`src/hw/rtl/mbc1_pkg.sv`:
```
// ----------------------------------------------------------------------------
// MBC1 bank mapper package
// Word types, result codes and address map constants shared by the mapper
// core and its checker.
// ----------------------------------------------------------------------------
package mbc1_pkg;

  // Result codes: where a bus access ends up.
  typedef enum logic [2:0] {
    TGT_IGNORE    = 3'd0,
    TGT_ROM_READ  = 3'd1,
    TGT_RAM_READ  = 3'd2,
    TGT_RAM_WRITE = 3'd3,
    TGT_OPEN_BUS  = 3'd4
  } target_e;

  // Access kinds.
  localparam logic ACC_READ  = 1'b0;
  localparam logic ACC_WRITE = 1'b1;

  // 8 KiB regions of the CPU address space, selected by address[15:13].
  localparam logic [2:0] REGION_RAM_ENABLE = 3'd0;
  localparam logic [2:0] REGION_ROM_BANK   = 3'd1;
  localparam logic [2:0] REGION_RAM_BANK   = 3'd2;
  localparam logic [2:0] REGION_MODE       = 3'd3;
  localparam logic [2:0] REGION_EXT_RAM    = 3'd5;

  localparam logic [15:0] ROM_SWITCH_BASE = 16'h4000;
  localparam logic [15:0] EXT_RAM_BASE    = 16'hA000;
  localparam logic [3:0]  RAM_ENABLE_KEY  = 4'hA;

  // Cartridge types that turn the mapper on, and the battery-backed type.
  localparam logic [7:0] CART_MAP_FIRST = 8'h01;
  localparam logic [7:0] CART_MAP_LAST  = 8'h13;
  localparam logic [7:0] CART_BATTERY   = 8'h03;

  // RAM size codes from the cartridge header.
  localparam logic [2:0] RAM_SIZE_ONE_BANK    = 3'd2;
  localparam logic [2:0] RAM_SIZE_FOUR_BANKS  = 3'd3;
  localparam logic [2:0] RAM_SIZE_SIXTEEN     = 3'd4;
  localparam logic [2:0] RAM_SIZE_EIGHT_BANKS = 3'd5;

  // Configuration register map (word index, byte address is 4 * index).
  localparam logic REG_CART_TYPE     = 1'b0;
  localparam logic REG_RAM_SIZE_CODE = 1'b1;

  localparam int ROM_BANK_BITS = 14;   // 16 KiB ROM banks
  localparam int RAM_BANK_BITS = 13;   // 8 KiB RAM banks

  typedef struct packed {
    logic        mode;
    logic [15:0] address;
    logic [7:0]  write_byte;
  } in_word_t;

  typedef struct packed {
    target_e     target;
    logic [19:0] rom_address;
    logic [14:0] ram_address;
    logic        save_request;
    logic        save_dirty;
  } out_word_t;

endpackage

```
`src/hw/rtl/mbc1_bank_mapper_core.sv`:
```
// ----------------------------------------------------------------------------
// MBC1 bank mapper core
// Maps CPU bus accesses onto cartridge ROM and RAM addresses and tracks the
// bank registers written through the control ranges.
// ----------------------------------------------------------------------------
// Each input word is one CPU bus access and produces exactly one output word,
// in order. Throughput is one access per clock unless the result is stalled:
// an accepted word is held in the input register, then a short decode (region
// compare, bank shift-add) writes the result register and updates the bank
// registers at the same edge, so the next access already sees the new bank
// state. Output valid rises when the decoded word is written into the result
// register. The input register and the result register each hold one word, so
// the block keeps taking input while a finished result waits on a stalled
// consumer; only when both are full and the result is stalled does in_stall_o
// rise. Configuration (cart_type at byte 0x0, ram_size_code at byte 0x4) is to
// be written by the user through the APB-style port only while the block is
// idle; the block itself does not enforce this. Battery save I/O is not
// performed here: save_request pulses where a save would happen and save_dirty
// reports whether battery RAM was written since reset.
module mbc1_bank_mapper_core (
  input  logic                  clk_i,
  input  logic                  rst_ni,

  input  logic                  in_valid_i,
  output logic                  in_stall_o,
  input  mbc1_pkg::in_word_t    in_word_i,

  output logic                  out_valid_o,
  input  logic                  out_stall_i,
  output mbc1_pkg::out_word_t   out_word_o,

  input  logic                  psel,
  input  logic                  penable,
  input  logic                  pwrite,
  input  logic [2:0]            paddr,
  input  logic [31:0]           pwdata,
  output logic [31:0]           prdata,
  output logic                  pready
);

  // --------------------------------------------------------------------------
  // Configuration registers
  // --------------------------------------------------------------------------
  logic [7:0] cart_type_q;
  logic [2:0] ram_size_code_q;
  logic       cfg_write;

  assign pready    = 1'b1;
  assign cfg_write = psel && penable && pwrite;

  always_ff @(posedge clk_i or negedge rst_ni) begin
    if (!rst_ni) begin
      cart_type_q     <= mbc1_pkg::CART_MAP_FIRST;
      ram_size_code_q <= '0;
    end else if (cfg_write) begin
      if (paddr[2] == mbc1_pkg::REG_CART_TYPE) begin
        cart_type_q <= pwdata[7:0];
      end else begin
        ram_size_code_q <= pwdata[2:0];
      end
    end
  end

  always_comb begin
    if (paddr[2] == mbc1_pkg::REG_CART_TYPE) begin
      prdata = {24'd0, cart_type_q};
    end else begin
      prdata = {29'd0, ram_size_code_q};
    end
  end

  // --------------------------------------------------------------------------
  // Handshake: input register feeding the result register
  // --------------------------------------------------------------------------
  logic                in_valid_q;
  mbc1_pkg::in_word_t  in_q;
  logic                out_valid_q;
  mbc1_pkg::out_word_t out_q;
  logic                out_free;
  logic                advance;
  logic                in_accept;

  // The result register can take a word when it is empty or being drained.
  assign out_free   = !out_valid_q || !out_stall_i;
  assign advance    = in_valid_q && out_free;
  assign in_stall_o = in_valid_q && !out_free;
  assign in_accept  = in_valid_i && !in_stall_o;

  always_ff @(posedge clk_i or negedge rst_ni) begin
    if (!rst_ni) begin
      in_valid_q  <= 1'b0;
      out_valid_q <= 1'b0;
    end else begin
      in_valid_q  <= in_accept || (in_valid_q && !advance);
      out_valid_q <= advance || (out_valid_q && out_stall_i);
    end
  end

  always_ff @(posedge clk_i) begin
    if (in_accept) begin
      in_q <= in_word_i;
    end
  end

  // --------------------------------------------------------------------------
  // Bank state
  // --------------------------------------------------------------------------
  logic       ram_enable_q,      ram_enable_d;
  logic [4:0] rom_bank_q,        rom_bank_d;
  logic [1:0] ram_bank_select_q, ram_bank_select_d;
  logic       banking_mode_q,    banking_mode_d;
  logic [1:0] active_ram_bank_q, active_ram_bank_d;
  logic       dirty_flag_q,      dirty_flag_d;

  always_ff @(posedge clk_i or negedge rst_ni) begin
    if (!rst_ni) begin
      ram_enable_q      <= 1'b0;
      rom_bank_q        <= 5'd1;
      ram_bank_select_q <= 2'd0;
      banking_mode_q    <= 1'b0;
      active_ram_bank_q <= 2'd0;
      dirty_flag_q      <= 1'b0;
    end else if (advance) begin
      ram_enable_q      <= ram_enable_d;
      rom_bank_q        <= rom_bank_d;
      ram_bank_select_q <= ram_bank_select_d;
      banking_mode_q    <= banking_mode_d;
      active_ram_bank_q <= active_ram_bank_d;
      dirty_flag_q      <= dirty_flag_d;
    end
  end

  // --------------------------------------------------------------------------
  // Access decode
  // --------------------------------------------------------------------------
  logic                mapping_on;
  logic                bank_present;
  logic                ram_ok;
  logic [2:0]          region;
  logic [15:0]         rom_offset;
  logic [14:0]         ram_addr;
  mbc1_pkg::out_word_t result;

  assign mapping_on = (cart_type_q >= mbc1_pkg::CART_MAP_FIRST) &&
                      (cart_type_q <= mbc1_pkg::CART_MAP_LAST);
  assign region     = in_q.address[15:13];
  assign rom_offset = in_q.address - mbc1_pkg::ROM_SWITCH_BASE;
  // The external RAM window is 8 KiB aligned, so the offset is the low bits.
  assign ram_addr   = {active_ram_bank_q, in_q.address[mbc1_pkg::RAM_BANK_BITS-1:0]};

  // Provisioning follows the RAM size code currently configured. Codes for
  // eight or sixteen banks cover every bank the 2-bit select can reach.
  always_comb begin
    unique case (ram_size_code_q)
      mbc1_pkg::RAM_SIZE_ONE_BANK:    bank_present = (active_ram_bank_q == 2'd0);
      mbc1_pkg::RAM_SIZE_FOUR_BANKS,
      mbc1_pkg::RAM_SIZE_SIXTEEN,
      mbc1_pkg::RAM_SIZE_EIGHT_BANKS: bank_present = 1'b1;
      default:                        bank_present = 1'b0;
    endcase
  end

  assign ram_ok = ram_enable_q && bank_present;

  always_comb begin
    ram_enable_d        = ram_enable_q;
    rom_bank_d          = rom_bank_q;
    ram_bank_select_d   = ram_bank_select_q;
    banking_mode_d      = banking_mode_q;
    active_ram_bank_d   = active_ram_bank_q;
    dirty_flag_d        = dirty_flag_q;

    result              = '0;
    result.target       = mbc1_pkg::TGT_IGNORE;

    if (in_q.mode == mbc1_pkg::ACC_READ) begin
      if ((in_q.address < mbc1_pkg::ROM_SWITCH_BASE) || !mapping_on) begin
        // Fixed bank, or mapping off: the address is used as is.
        result.target      = mbc1_pkg::TGT_ROM_READ;
        result.rom_address = {4'd0, in_q.address};
      end else if (region == mbc1_pkg::REGION_EXT_RAM) begin
        if (ram_ok) begin
          result.target      = mbc1_pkg::TGT_RAM_READ;
          result.ram_address = ram_addr;
        end else begin
          result.target = mbc1_pkg::TGT_OPEN_BUS;
        end
      end else begin
        // Everything else above 0x4000 reads the switched ROM bank.
        result.target      = mbc1_pkg::TGT_ROM_READ;
        result.rom_address = {1'b0, rom_bank_q, {mbc1_pkg::ROM_BANK_BITS{1'b0}}} +
                             {4'd0, rom_offset};
      end
    end else if (mapping_on) begin
      unique case (region)
        mbc1_pkg::REGION_RAM_ENABLE: begin
          ram_enable_d = (in_q.write_byte[3:0] == mbc1_pkg::RAM_ENABLE_KEY);
        end
        mbc1_pkg::REGION_ROM_BANK: begin
          // A bank number of zero is promoted to one before masking.
          rom_bank_d = (in_q.write_byte == 8'd0) ? 5'd1 : in_q.write_byte[4:0];
        end
        mbc1_pkg::REGION_RAM_BANK: begin
          ram_bank_select_d = in_q.write_byte[1:0];
          if (banking_mode_q) begin
            active_ram_bank_d   = in_q.write_byte[1:0];
            result.save_request = dirty_flag_q;
          end
        end
        mbc1_pkg::REGION_MODE: begin
          banking_mode_d = in_q.write_byte[0];
          if (in_q.write_byte[0]) begin
            active_ram_bank_d   = ram_bank_select_q;
            result.save_request = dirty_flag_q;
          end
        end
        mbc1_pkg::REGION_EXT_RAM: begin
          if (ram_ok) begin
            result.target      = mbc1_pkg::TGT_RAM_WRITE;
            result.ram_address = ram_addr;
            if (cart_type_q == mbc1_pkg::CART_BATTERY) begin
              dirty_flag_d = 1'b1;
            end
          end
        end
        default: begin
          // Writes to video RAM, work RAM and the top of the map are dropped.
        end
      endcase
    end

    result.save_dirty = dirty_flag_d;
  end

  always_ff @(posedge clk_i) begin
    if (advance) begin
      out_q <= result;
    end
  end

  assign out_valid_o = out_valid_q;
  assign out_word_o  = out_q;

endmodule

```
`config.mk`:
```
export PLATFORM = sky130hd
export DESIGN_NAME = mbc1_bank_mapper_core
export DESIGN_NICKNAME = d
export VERILOG_FILES = /design/src/hw/rtl/mbc1_pkg.sv /design/src/hw/rtl/mbc1_bank_mapper_core.sv
export SDC_FILE = /design/constraint.sdc
export NUM_CORES = 1
export LEC_CHECK = 0
export ABC_CLOCK_PERIOD_IN_PS = 10600
export BUFFER_PORTS_ARGS = -buffer_cell sky130_fd_sc_hd__buf_2
export CAP_MARGIN = 20
export CELL_PAD_IN_SITES_DETAIL_PLACEMENT = 1
export CELL_PAD_IN_SITES_GLOBAL_PLACEMENT = 1
export CORE_UTILIZATION = 35
export CTS_CLUSTER_SIZE = 10
export DETAILED_ROUTE_END_ITERATION = 12
export GPL_ROUTABILITY_DRIVEN = 0
export PLACE_DENSITY_LB_ADDON = 0.1
export SYNTH_ARGS = -nofsm -noshare
export SYNTH_HDL_FRONTEND = slang
export SYNTH_SLANG_ARGS = --single-unit
```
`constraint.sdc`:
```
create_clock -name clk_i -period 10.6 [get_ports clk_i]
set_clock_uncertainty 0.15 [all_clocks]
set_input_delay 1.06 -clock clk_i [delete_from_list [all_inputs] [get_ports clk_i]]
set_output_delay 1.06 -clock clk_i [all_outputs]
set_load 0.05 [all_outputs]
```
==> results of run 1 <==
[area by class of cell]
type                       count  area, µm²  area share [%]
sequential                    90       2580           55.22
multi-input combinational    166       1197           25.63
timing repair buffer          93      473.0           10.12
tap                          140      175.2           3.749
clock inverter                 7      92.59           1.982
inverter                       8      30.03          0.6427
clock buffer                   9      123.9           2.651
[state kept, by name, indices dropped and copies added (netlist names)]
signal,count
out_word_o,40
in_q,25
cart_type_q,8
rom_bank_q,5
ram_size_code_q,3
active_ram_bank_q,2
ram_bank_select_q,2
banking_mode_q,1
dirty_flag_q,1
in_valid_q,1
out_valid_o,1
ram_enable_q,1
[tightest hold or removal path: cells and delay by family, from the launching register on]
family,cells,cell delay (ns)
mux,1,0.06
flops,1,0.38
buf+inv,1,0.04
[through the flow]
stage                     instances  power, µW
final                           513      887.9
after global routing            513      933.3
after CTS                       513      903.9
after detailed placement        497      645.8
after global placement          497      640.5
after floorplan                 295      603.0
[layer usage]
metal | track usage (%) | vias to the layer above | wire (µm) | part of all wire, %
li1 | - | 1135 | - | -
met1 | 17.79 | 1148 | 3447 | 45
met2 | 22.34 | 71 | 3688 | 48
met3 | 3.195 | 9 | 344 | 4.5
met4 | 7.926 | 0 | 136 | 1.8
met5 | 0 | - | 0 | 0
[cell families after synthesis]
family / synth area share, %
adders and majority gates: 1.464
DFF: 65.61
and+or+nand+nor: 13.17
other: 0.1910
buffers and inverters: 6.427
xor gates and xnor gates: 0.6683
AOI/OAI and AO/OA: 4.932
muxes: 7.541
[power by group through the flow]
stage	sequential [µW]	combinational [µW]	clock [µW]
after floorplan	486	117	0
after global placement	449	191	0
after detailed placement	452	194	0
after CTS	444	195	265
after global routing	449	205	279
final	443	191	254
[cell usage in the layout, fill, tap and decap left out, drive strengths merged, types with 2 or more instances in the layout]
master	netlist	final
and3	16	16
buf	27	93
o21ai	3	3
nand2	8	8
a31oi	2	2
nand2b	3	3
nand4b	2	2
inv	8	9
and2	16	16
mux2i	3	3
o21bai	3	3
clkinv	0	3
ha	3	3
edfxtp	65	65
a21oi	5	5
nand3	6	6
a21o	3	3
nor4	2	2
nor2	12	12
clkbuf	4	9
nor3	2	2
mux2	23	23
bufinv	0	2
dfstp	2	2
nand4	3	3
dfrtp	23	23
conb	2	25
nor2b	7	7
xor2	2	2
[worst paths after layout]
kind                                        end  depth (start not counted)  slack, ns     startpoint
setup / recovery                      prdata[0]                          3       7.56       paddr[2]
hold / removal                    rom_bank_q[0]                          2       0.33  rom_bank_q[0]
setup reg to reg           ram_bank_select_q[1]                          5       8.25    out_valid_o
hold reg to reg                   rom_bank_q[0]                          2       0.33  rom_bank_q[0]
max in group asynchronous         rom_bank_q[0]                          1       9.38         rst_ni
min in group asynchronous        cart_type_q[7]                          1       0.54         rst_ni
==> impl_metrics.csv, run 1 <==
group,metric,value,unit
sta,fin_setup_tns,0,ns
synth,avgSynthCellArea,14.46,µm²
pwr,share_comb_of_total_power,21.5,%
cts,clk_pin_slew,0.08,ns
worst_setup_path,max_stage_delay,0.36,ns
synth,synth.area.top_cells,"edfxtp_1 50%, dfrtp_1 15%, mux2_2 6.0%, buf_4 5.0%, and2_1 2.5%",
final_layout,layout-drive-gt1-share,38.87,%
grt,overflow,0,
cts,hold_buffers,0,
final_layout,diodes,0,
grt,grt_pass1_vias,2417,
sta,finalHoldViolations,0,
detailed_routing,drc,0,
synth,yosysTopAreaCellShare,49.63,%
pwr,ir_worst_vdd,0.00008266,V
sta,maxSlewViolCount,0,
sta,relSlewSlack,61.89,%
sta,min_period,3.040,ns
cts,cts_setup_buffers,0,
detailed_routing,firstDrtPassIters,5,
worst_setup_path,end_kind,"primary output",
sta,max_freq,0.3290,GHz
pwr,pwr-share-clk,28.6,%
final_layout,finalInstanceArea,0.004672,mm²
floorplan,rows,38,
final_layout,nFillCells,1178,
placed_design,dpl_cell_area,0.004456,mm²
pwr,switching_share,31.59,%
grt,antenna_found_initial,0,
floorplan,dieArea,0.01166,mm²
synth,syn_inst,272,
cts,clock-sinks,90,
grt,grt_max_degree,42,
worst_hold_path,hold_path_class,"reg -> reg",
worst_setup_path,crit_buf_inv,2,
outcome,status,"complete, no violations",
worst_setup_path,critical-path-top-delay-family,"buffers and inverters",
synth,post-synth-top-count-cell,"edfxtp_1",
synth,synth_edf_count,65,
detailed_routing,first_iter_violations,77,
cts,clk_path_buf_depth,2,
cts,root_buffer,"clkbuf_8",
synth,synth-seq-cells,90,
pwr,powerDensity,190.0,mW/mm²
worst_setup_path,critical_path_required,9.39,ns
synth,seq_area_frac_synth,65.61,%
floorplan,io_pins,142,
worst_setup_path,worstSetupPathType,"in -> out",
cts,cts_made_buffers,9,
placed_design,dp_slack,7.471,ns
placed_design,dp_hpwl,5464,µm
floorplan,core_area,0.01089,mm²
placed_design,io_buffers,90,
pwr,p_sw,280.5,µW
detailed_routing,viasPerCell,4.606,
cts,h-tree-depth,3,
floorplan,die_x,108,µm
worst_setup_path,crit_top_cell,"buf_2",
pwr,internal_power,607.4,µW
worst_setup_path,cp-start-kind,"primary input",
detailed_routing,ant_nets,0,
final_layout,syn_to_final_growth,18.80,%
sta,rsz0062_at_grt,"false",
pwr,leakage,0.002041,µW
synth,synthFlopType,"edfxtp_1",
final_layout,final_util,42.91,%
cts,clk-insertion-delay-late,0.36,ns
detailed_routing,routedWlPerCell,14.85,µm
final_layout,nets,439,
sta,setup_ws,7.560,ns
synth,ys_async_sr_fraction,27.78,%
pwr,seqPwrFrac,49.9,%
synth,ys_warn_count,0,
flow_run,cap_violations,0,
floorplan,die_height,108,µm
worst_setup_path,crit_slowest_cell,"mux2_2",
worst_setup_path,crit_path_max_fanout,10,
floorplan,initial_core_util,36.12,%
sta,tightest_slew,0.5717,ns
detailed_routing,vias,2363,
synth,ys_top_cells_by_count,"65 x edfxtp_1, 26 x buf_4, 23 x dfrtp_1",
synth,yosysTopAreaCell,"edfxtp_1",
worst_setup_path,arrival,1.83,ns
cts,cts_tree,"yes",
cts,cts_resized,0,
sta,fin_crit_sh,28.68,%
grt,grt_pass1_wl,12120,µm
synth,synth_cell_types,51,
sta,whs,0.3314,ns
detailed_routing,wirelength,7616,µm
worst_setup_path,worstPathCellList,"buf_2, mux2_2, buf_2",
grt,track_usage,14.10,%
synth,synth_area,0.003933,mm²
sta,setup_violations,0,
(Power assumes the default switching activity.)
==> run 2: changes to the inputs <==
--- a/config.mk
+++ b/config.mk
@@ -5,7 +5,7 @@
 export SDC_FILE = /design/constraint.sdc
 export NUM_CORES = 1
 export LEC_CHECK = 0
-export ABC_CLOCK_PERIOD_IN_PS = 10600
+export ABC_CLOCK_PERIOD_IN_PS = 2730
 export BUFFER_PORTS_ARGS = -buffer_cell sky130_fd_sc_hd__buf_2
 export CAP_MARGIN = 20
 export CELL_PAD_IN_SITES_DETAIL_PLACEMENT = 1
==> constraint.sdc (replaced) <==
create_clock -name clk_i -period 2.73 [get_ports clk_i]
set_clock_uncertainty 0.15 [all_clocks]
set_input_delay 0.273 -clock clk_i [delete_from_list [all_inputs] [get_ports clk_i]]
set_output_delay 0.273 -clock clk_i [all_outputs]
set_load 0.05 [all_outputs]
==> impl_metrics.csv, run 2 (synthesis gave the netlist of run 1 again) <==
group,metric,value,unit
detailed_routing,vias,2498,
worst_setup_path,crit_buf_inv,0,
sta,fin_setup_tns,0,ns
worst_setup_path,ff2ff_path_depth,4,
flow_run,cap_violations,0,
cts,root_buffer,"clkbuf_8",
floorplan,rows,38,
worst_setup_path,end_kind,"register",
worst_setup_path,critical-path-top-delay-family,"compound AO/OA/AOI/OAI gates",
sta,relSlewSlack,61.25,%
floorplan,die_height,108,µm
worst_hold_path,hold-path-endpoint,"out_valid_o",
sta,setup_violations,0,
grt,grt_use_met3,2.471,%
cts,hold_buffers,35,
placed_design,dp_slack,0.6549,ns
grt,track_usage,14.48,%
grt,met2_usage,24.66,%
final_layout,largest_reg_flops,40,
cts,clk_pin_slew,0.09,ns
floorplan,die_x,108,µm
floorplan,dieArea,0.01166,mm²
worst_setup_path,r2r_slack,0.66,ns
cts,cts_resized,0,
sta,min_period,2.069,ns
cts,cts_setup_buffers,0,
sta,setup_ws,0.6611,ns
final_layout,finalInstanceArea,0.005006,mm²
placed_design,dpl_cell_area,0.004471,mm²
grt,grt_pass1_wl,12600,µm
final_layout,nets,476,
sta,fin_crit_sh,75.78,%
cts,cts_tree,"yes",
final_layout,final_cell_mix,"90 x buf_2, 65 x edfxtp_1, 35 x dlygate4sd3_1, 25 x conb_1, 23 x dfrtp_1",
placed_design,dp_hpwl,5516,µm
pwr,powerDensity,675.3,mW/mm²
placed_design,io_buffers,90,
worst_setup_path,worstSetupPathType,"reg -> reg",
final_layout,layout-drive-gt1-share,36.10,%
cts,clk-insertion-delay-late,0.37,ns
floorplan,core_area,0.01089,mm²
grt,grt.busiest_layer,"met2",
worst_setup_path,worstPathCellList,"or3_4, o2111a_2, a31oi_4, and2_1",
sta,max_freq,0.4834,GHz
detailed_routing,viasPerCell,4.542,
final_layout,nFillCells,1172,
sta,tightest_slew,0.5813,ns
cts,clock-sinks,90,
cts,cts_made_buffers,9,
worst_setup_path,r2r-end,"out_word_o[30]",
worst_setup_path,crit_path_max_fanout,15,
final_layout,syn_to_final_growth,27.30,%
grt,grt_max_degree,41,
worst_hold_path,whs_path_depth,2,
cts,clk_path_buf_depth,2,
cts,h-tree-depth,3,
detailed_routing,first_iter_violations,46,
pwr,leakage,0.002187,µW
worst_setup_path,crit_slowest_cell,"or3_4",
final_layout,diodes,0,
grt,grt_pass1_vias,2532,
pwr,ir_worst_vdd,0.0002735,V
detailed_routing,wirelength,7929,µm
worst_hold_path,hold_path_class,"in -> reg",
sta,whs,0.03566,ns
floorplan,initial_core_util,36.12,%
worst_setup_path,max_stage_delay,0.43,ns
final_layout,final_common_cell,"buf_2",
outcome,status,"complete, no violations",
worst_setup_path,critical_path_required,2.81,ns
detailed_routing,routedWlPerCell,14.42,µm
grt,antenna_found_initial,0,
worst_setup_path,cp-start-kind,"register",
detailed_routing,drc,0,
worst_hold_path,min_from,"out_stall_i",
detailed_routing,ant_nets,0,
worst_setup_path,arrival,2.15,ns
sta,maxSlewViolCount,0,
detailed_routing,firstDrtPassIters,4,
grt,use_met1,17.77,%
worst_setup_path,r2r_start,"cart_type_q[4]",
grt,overflow,0,
sta,finalHoldViolations,0,
sta,rsz0062_at_grt,"false",
floorplan,io_pins,142,
## run 2: area by class of cell
class / instances / area, µm² / area share [%]
flip-flops and latches: 90 / 2580 / 51.54
multi-input cells: 166 / 1197 / 23.92
repair buffers: 130 / 838.3 / 16.75
well taps: 140 / 175.2 / 3.499
clock buffers: 10 / 127.6 / 2.549
clock inverters: 6 / 57.56 / 1.150
inverters: 8 / 30.03 / 0.5999
## run 2: metal layers
metal | up-vias | share of wire, %
li1 | 1207 | -
met1 | 1209 | 44
met2 | 71 | 50
met3 | 11 | 4.4
met4 | 0 | 1.5
met5 | - | 0
## run 2: how the worst max path moves through the flow
stage                         from              endpoint  slack [ns]  cells past startpoint
floorplan              out_valid_o  ram_bank_select_q[0]        0.05                      5
global placement    cart_type_q[4]        out_word_o[17]        0.68                      4
detailed placement  cart_type_q[4]        out_word_o[17]        0.65                      4
CTS                 cart_type_q[4]        out_word_o[30]        0.63                      4
global route        cart_type_q[4]        out_word_o[27]        0.58                      4
finish              cart_type_q[4]        out_word_o[30]        0.66                      4
## run 2: through the flow
step / power, µW / util, % / cells
final: 3381 / 45.98 / 550
after global routing: 3543 / 45.98 / 550
after CTS: 3430 / 45.98 / 550
after detailed placement: 2508 / 41.06 / 499
after global placement: 2492 / 41.06 / 499
after floorplan: 2341 / - / 295
## run 2: power breakdown
group	switching [µW]	internal, µW	total, µW	leakage [µW]
sequential	89.1	1630	1720	0.000947
combinational	539	252	790	0.00114
clock	519	356	875	0.0000957
total	1150	2230	3380	0.00219
==> run 3: changes to the inputs <==
--- a/config.mk
+++ b/config.mk
@@ -5,7 +5,7 @@
 export SDC_FILE = /design/constraint.sdc
 export NUM_CORES = 1
 export LEC_CHECK = 0
-export ABC_CLOCK_PERIOD_IN_PS = 2730
+export ABC_CLOCK_PERIOD_IN_PS = 1750
 export BUFFER_PORTS_ARGS = -buffer_cell sky130_fd_sc_hd__buf_2
 export CAP_MARGIN = 20
 export CELL_PAD_IN_SITES_DETAIL_PLACEMENT = 1
==> constraint.sdc (replaced) <==
create_clock -name clk_i -period 1.75 [get_ports clk_i]
set_clock_uncertainty 0.15 [all_clocks]
set_input_delay 0.175 -clock clk_i [delete_from_list [all_inputs] [get_ports clk_i]]
set_output_delay 0.175 -clock clk_i [all_outputs]
set_load 0.05 [all_outputs]
==> impl_metrics.csv, run 3 (synthesis gave the netlist of run 1 again) <==
group,metric,value,unit
pwr,power.total,5595,µW
worst_setup_path,max_stage_delay,0.43,ns
sta,rsz0062_at_grt,"true",
flow_run,cap_violations,0,
sta,max_freq,0.5243,GHz
worst_hold_path,hold_path_class,"in -> reg",
grt,grt_pass1_vias,2864,
cts,cts_tree,"yes",
sta,maxSlewViolCount,0,
final_layout,finalInstanceArea,0.005590,mm²
final_layout,diodes,0,
detailed_routing,viasPerCell,4.552,
sta,min_period,1.907,ns
final_layout,final_util,51.34,%
sta,tightest_slew,0.5955,ns
pwr,switching_share,33.81,%
sta,relSlewSlack,60.30,%
worst_setup_path,critical_path.endpoint,"out_word_o[14]",
final_layout,regArea,0.002581,mm²
worst_setup_path,r2r_start,"cart_type_q[3]",
cts,clk_pin_slew,0.09,ns
grt,grt_max_degree,41,
worst_setup_path,worstSetupPathType,"reg -> reg",
sta,finalHoldViolations,0,
floorplan,core_area,0.01089,mm²
floorplan,io_pins,142,
detailed_routing,routedWlPerCell,15.39,µm
cts,clk-insertion-delay-late,0.36,ns
floorplan,rows,38,
final_layout,largest_reg_flops,40,
floorplan,initial_core_util,36.12,%
pwr,share_comb_of_total_power,29.0,%
placed_design,dp_hpwl,6116,µm
final_layout,final_cell_mix,"90 x buf_2, 65 x edfxtp_1, 40 x buf_4, 37 x dlygate4sd3_1, 25 x conb_1",
floorplan,dieArea,0.01166,mm²
worst_setup_path,startpoint,"cart_type_q[3]",
outcome,status,"finished, violations left",
floorplan,die_x,108,µm
worst_setup_path,crit_slowest_cell,"or3_4",
worst_setup_path,ff2ff_path_depth,5,
pwr,internal_power,3704,µW
pwr,pwr-share-clk,23.3,%
detailed_routing,ant_nets,0,
cts,clk_path_buf_depth,2,
pwr,powerDensity,1001,mW/mm²
grt,track_usage,16.52,%
floorplan,die_height,108,µm
cts,h-tree-depth,3,
pwr,leakage,0.002423,µW
worst_setup_path,crit_cells,5,
grt,antenna_found_initial,0,
detailed_routing,drc,0,
worst_setup_path,end_kind,"register",
pwr,p_sw,1892,µW
worst_setup_path,critical_path_required,1.71,ns
worst_setup_path,crit_path_max_fanout,8,
sta,setup_violations,51,
grt,overflow,0,
worst_setup_path,crit_buf_inv,1,
cts,root_buffer,"clkbuf_8",
detailed_routing,vias,2713,
worst_setup_path,r2r_slack,-0.16,ns
final_layout,layout-drive-gt1-share,49.12,%
worst_setup_path,critical-path-top-delay-family,"simple AND/OR/NAND/NOR gates",
final_layout,final_common_cell,"buf_2",
cts,clock-sinks,90,
detailed_routing,first_iter_violations,45,
final_layout,multiInputGateArea,0.001390,mm²
sta,whs,0.1147,ns
pwr,seqPwrFrac,47.7,%
detailed_routing,wirelength,9173,µm
worst_setup_path,cp-start-kind,"register",
worst_setup_path,r2r-end,"out_word_o[14]",
sta,fin_crit_sh,109.0,%
worst_setup_path,worstPathCellList,"or3_4, o2111ai_4, nor4b_4, buf_4, and3_1",
placed_design,dpl_cell_area,0.004805,mm²
final_layout,syn_to_final_growth,42.16,%
grt,grt_pass1_wl,14350,µm
final_layout,nFillCells,1144,
sta,setup_ws,-0.1572,ns
placed_design,io_buffers,90,
detailed_routing,firstDrtPassIters,4,
outcome,violations,"negative setup slack",
sta,fin_setup_tns,-5.797,ns
final_layout,nets,522,
worst_setup_path,arrival,1.87,ns
cts,cts_made_buffers,9,
pwr,ir_worst_vdd,0.0003990,V
==> run 3: cell count changes in the layout (fill, tap and decap cells not counted), sizes merged <==
cell	before	now
dlygate4sd3	35	37
buf	95	138
clkinv	1	3
inv	13	11
clkinvlp	0	1
==> run 3: timing repair <==
item	4_1_cts	5_1_grt
gates resized for setup	32	9
hold buffers	37	0
setup endpoints to repair	49	52
endpoints found under the hold margin	61	0
setup buffers	4	5
pin swaps	17	5
gates cloned	1	0
==> run 3: final cells by class <==
type / count / share of cell area, %
clock buffers: 9 / 2.216
well taps: 140 / 3.133
repair buffers: 176 / 22.11
inverters: 8 / 0.5819
multi-input cells: 166 / 24.87
flip-flops and latches: 90 / 46.17
clock inverters: 7 / 0.9176
==> run 3: power by group through the flow <==
stage | logic, µW | registers [µW] | clock network [µW]
global placement | 1420 | 2700 | 0
global route | 1730 | 2700 | 1440
floorplan | 750 | 2950 | 0
finish | 1620 | 2670 | 1310
detailed placement | 1450 | 2710 | 0
CTS | 1580 | 2670 | 1350
==> run 3: how the worst min path moves through the flow <==
stage | end | depth (start not counted) | from
floorplan | active_ram_bank_q[0] | 0 | rst_ni
finish | ram_size_code_q[1] | 3 | pwrite
global route | ram_size_code_q[2] | 3 | pwrite
CTS | ram_size_code_q[1] | 3 | pwrite
global placement | in_valid_q | 1 | rst_ni
detailed placement | ram_size_code_q[1] | 1 | rst_ni
==> run 3: tightest hold or removal path, stage by stage <==
cell     delay [ns]
buf_2          0.10
nand4_1        0.14
mux2_2         0.17
==> run 3: per-layer routing <==
metal / track usage (%) / wire (µm) / vias up
li1: - / - / 1292
met1: 19.73 / 3988 / 1339
met2: 29.30 / 4719 / 69
met3: 2.893 / 324 / 13
met4: 6.751 / 140 / 0
met5: 0 / 0 / -
==> run 3: stage by stage <==
step / std cells / setup WS, ns
finish: 596 / -0.1572
CTS: 591 / -0.1799
global route: 596 / -0.2345
detailed placement: 533 / -0.4033
global placement: 533 / -0.3485
floorplan: 295 / -0.7947
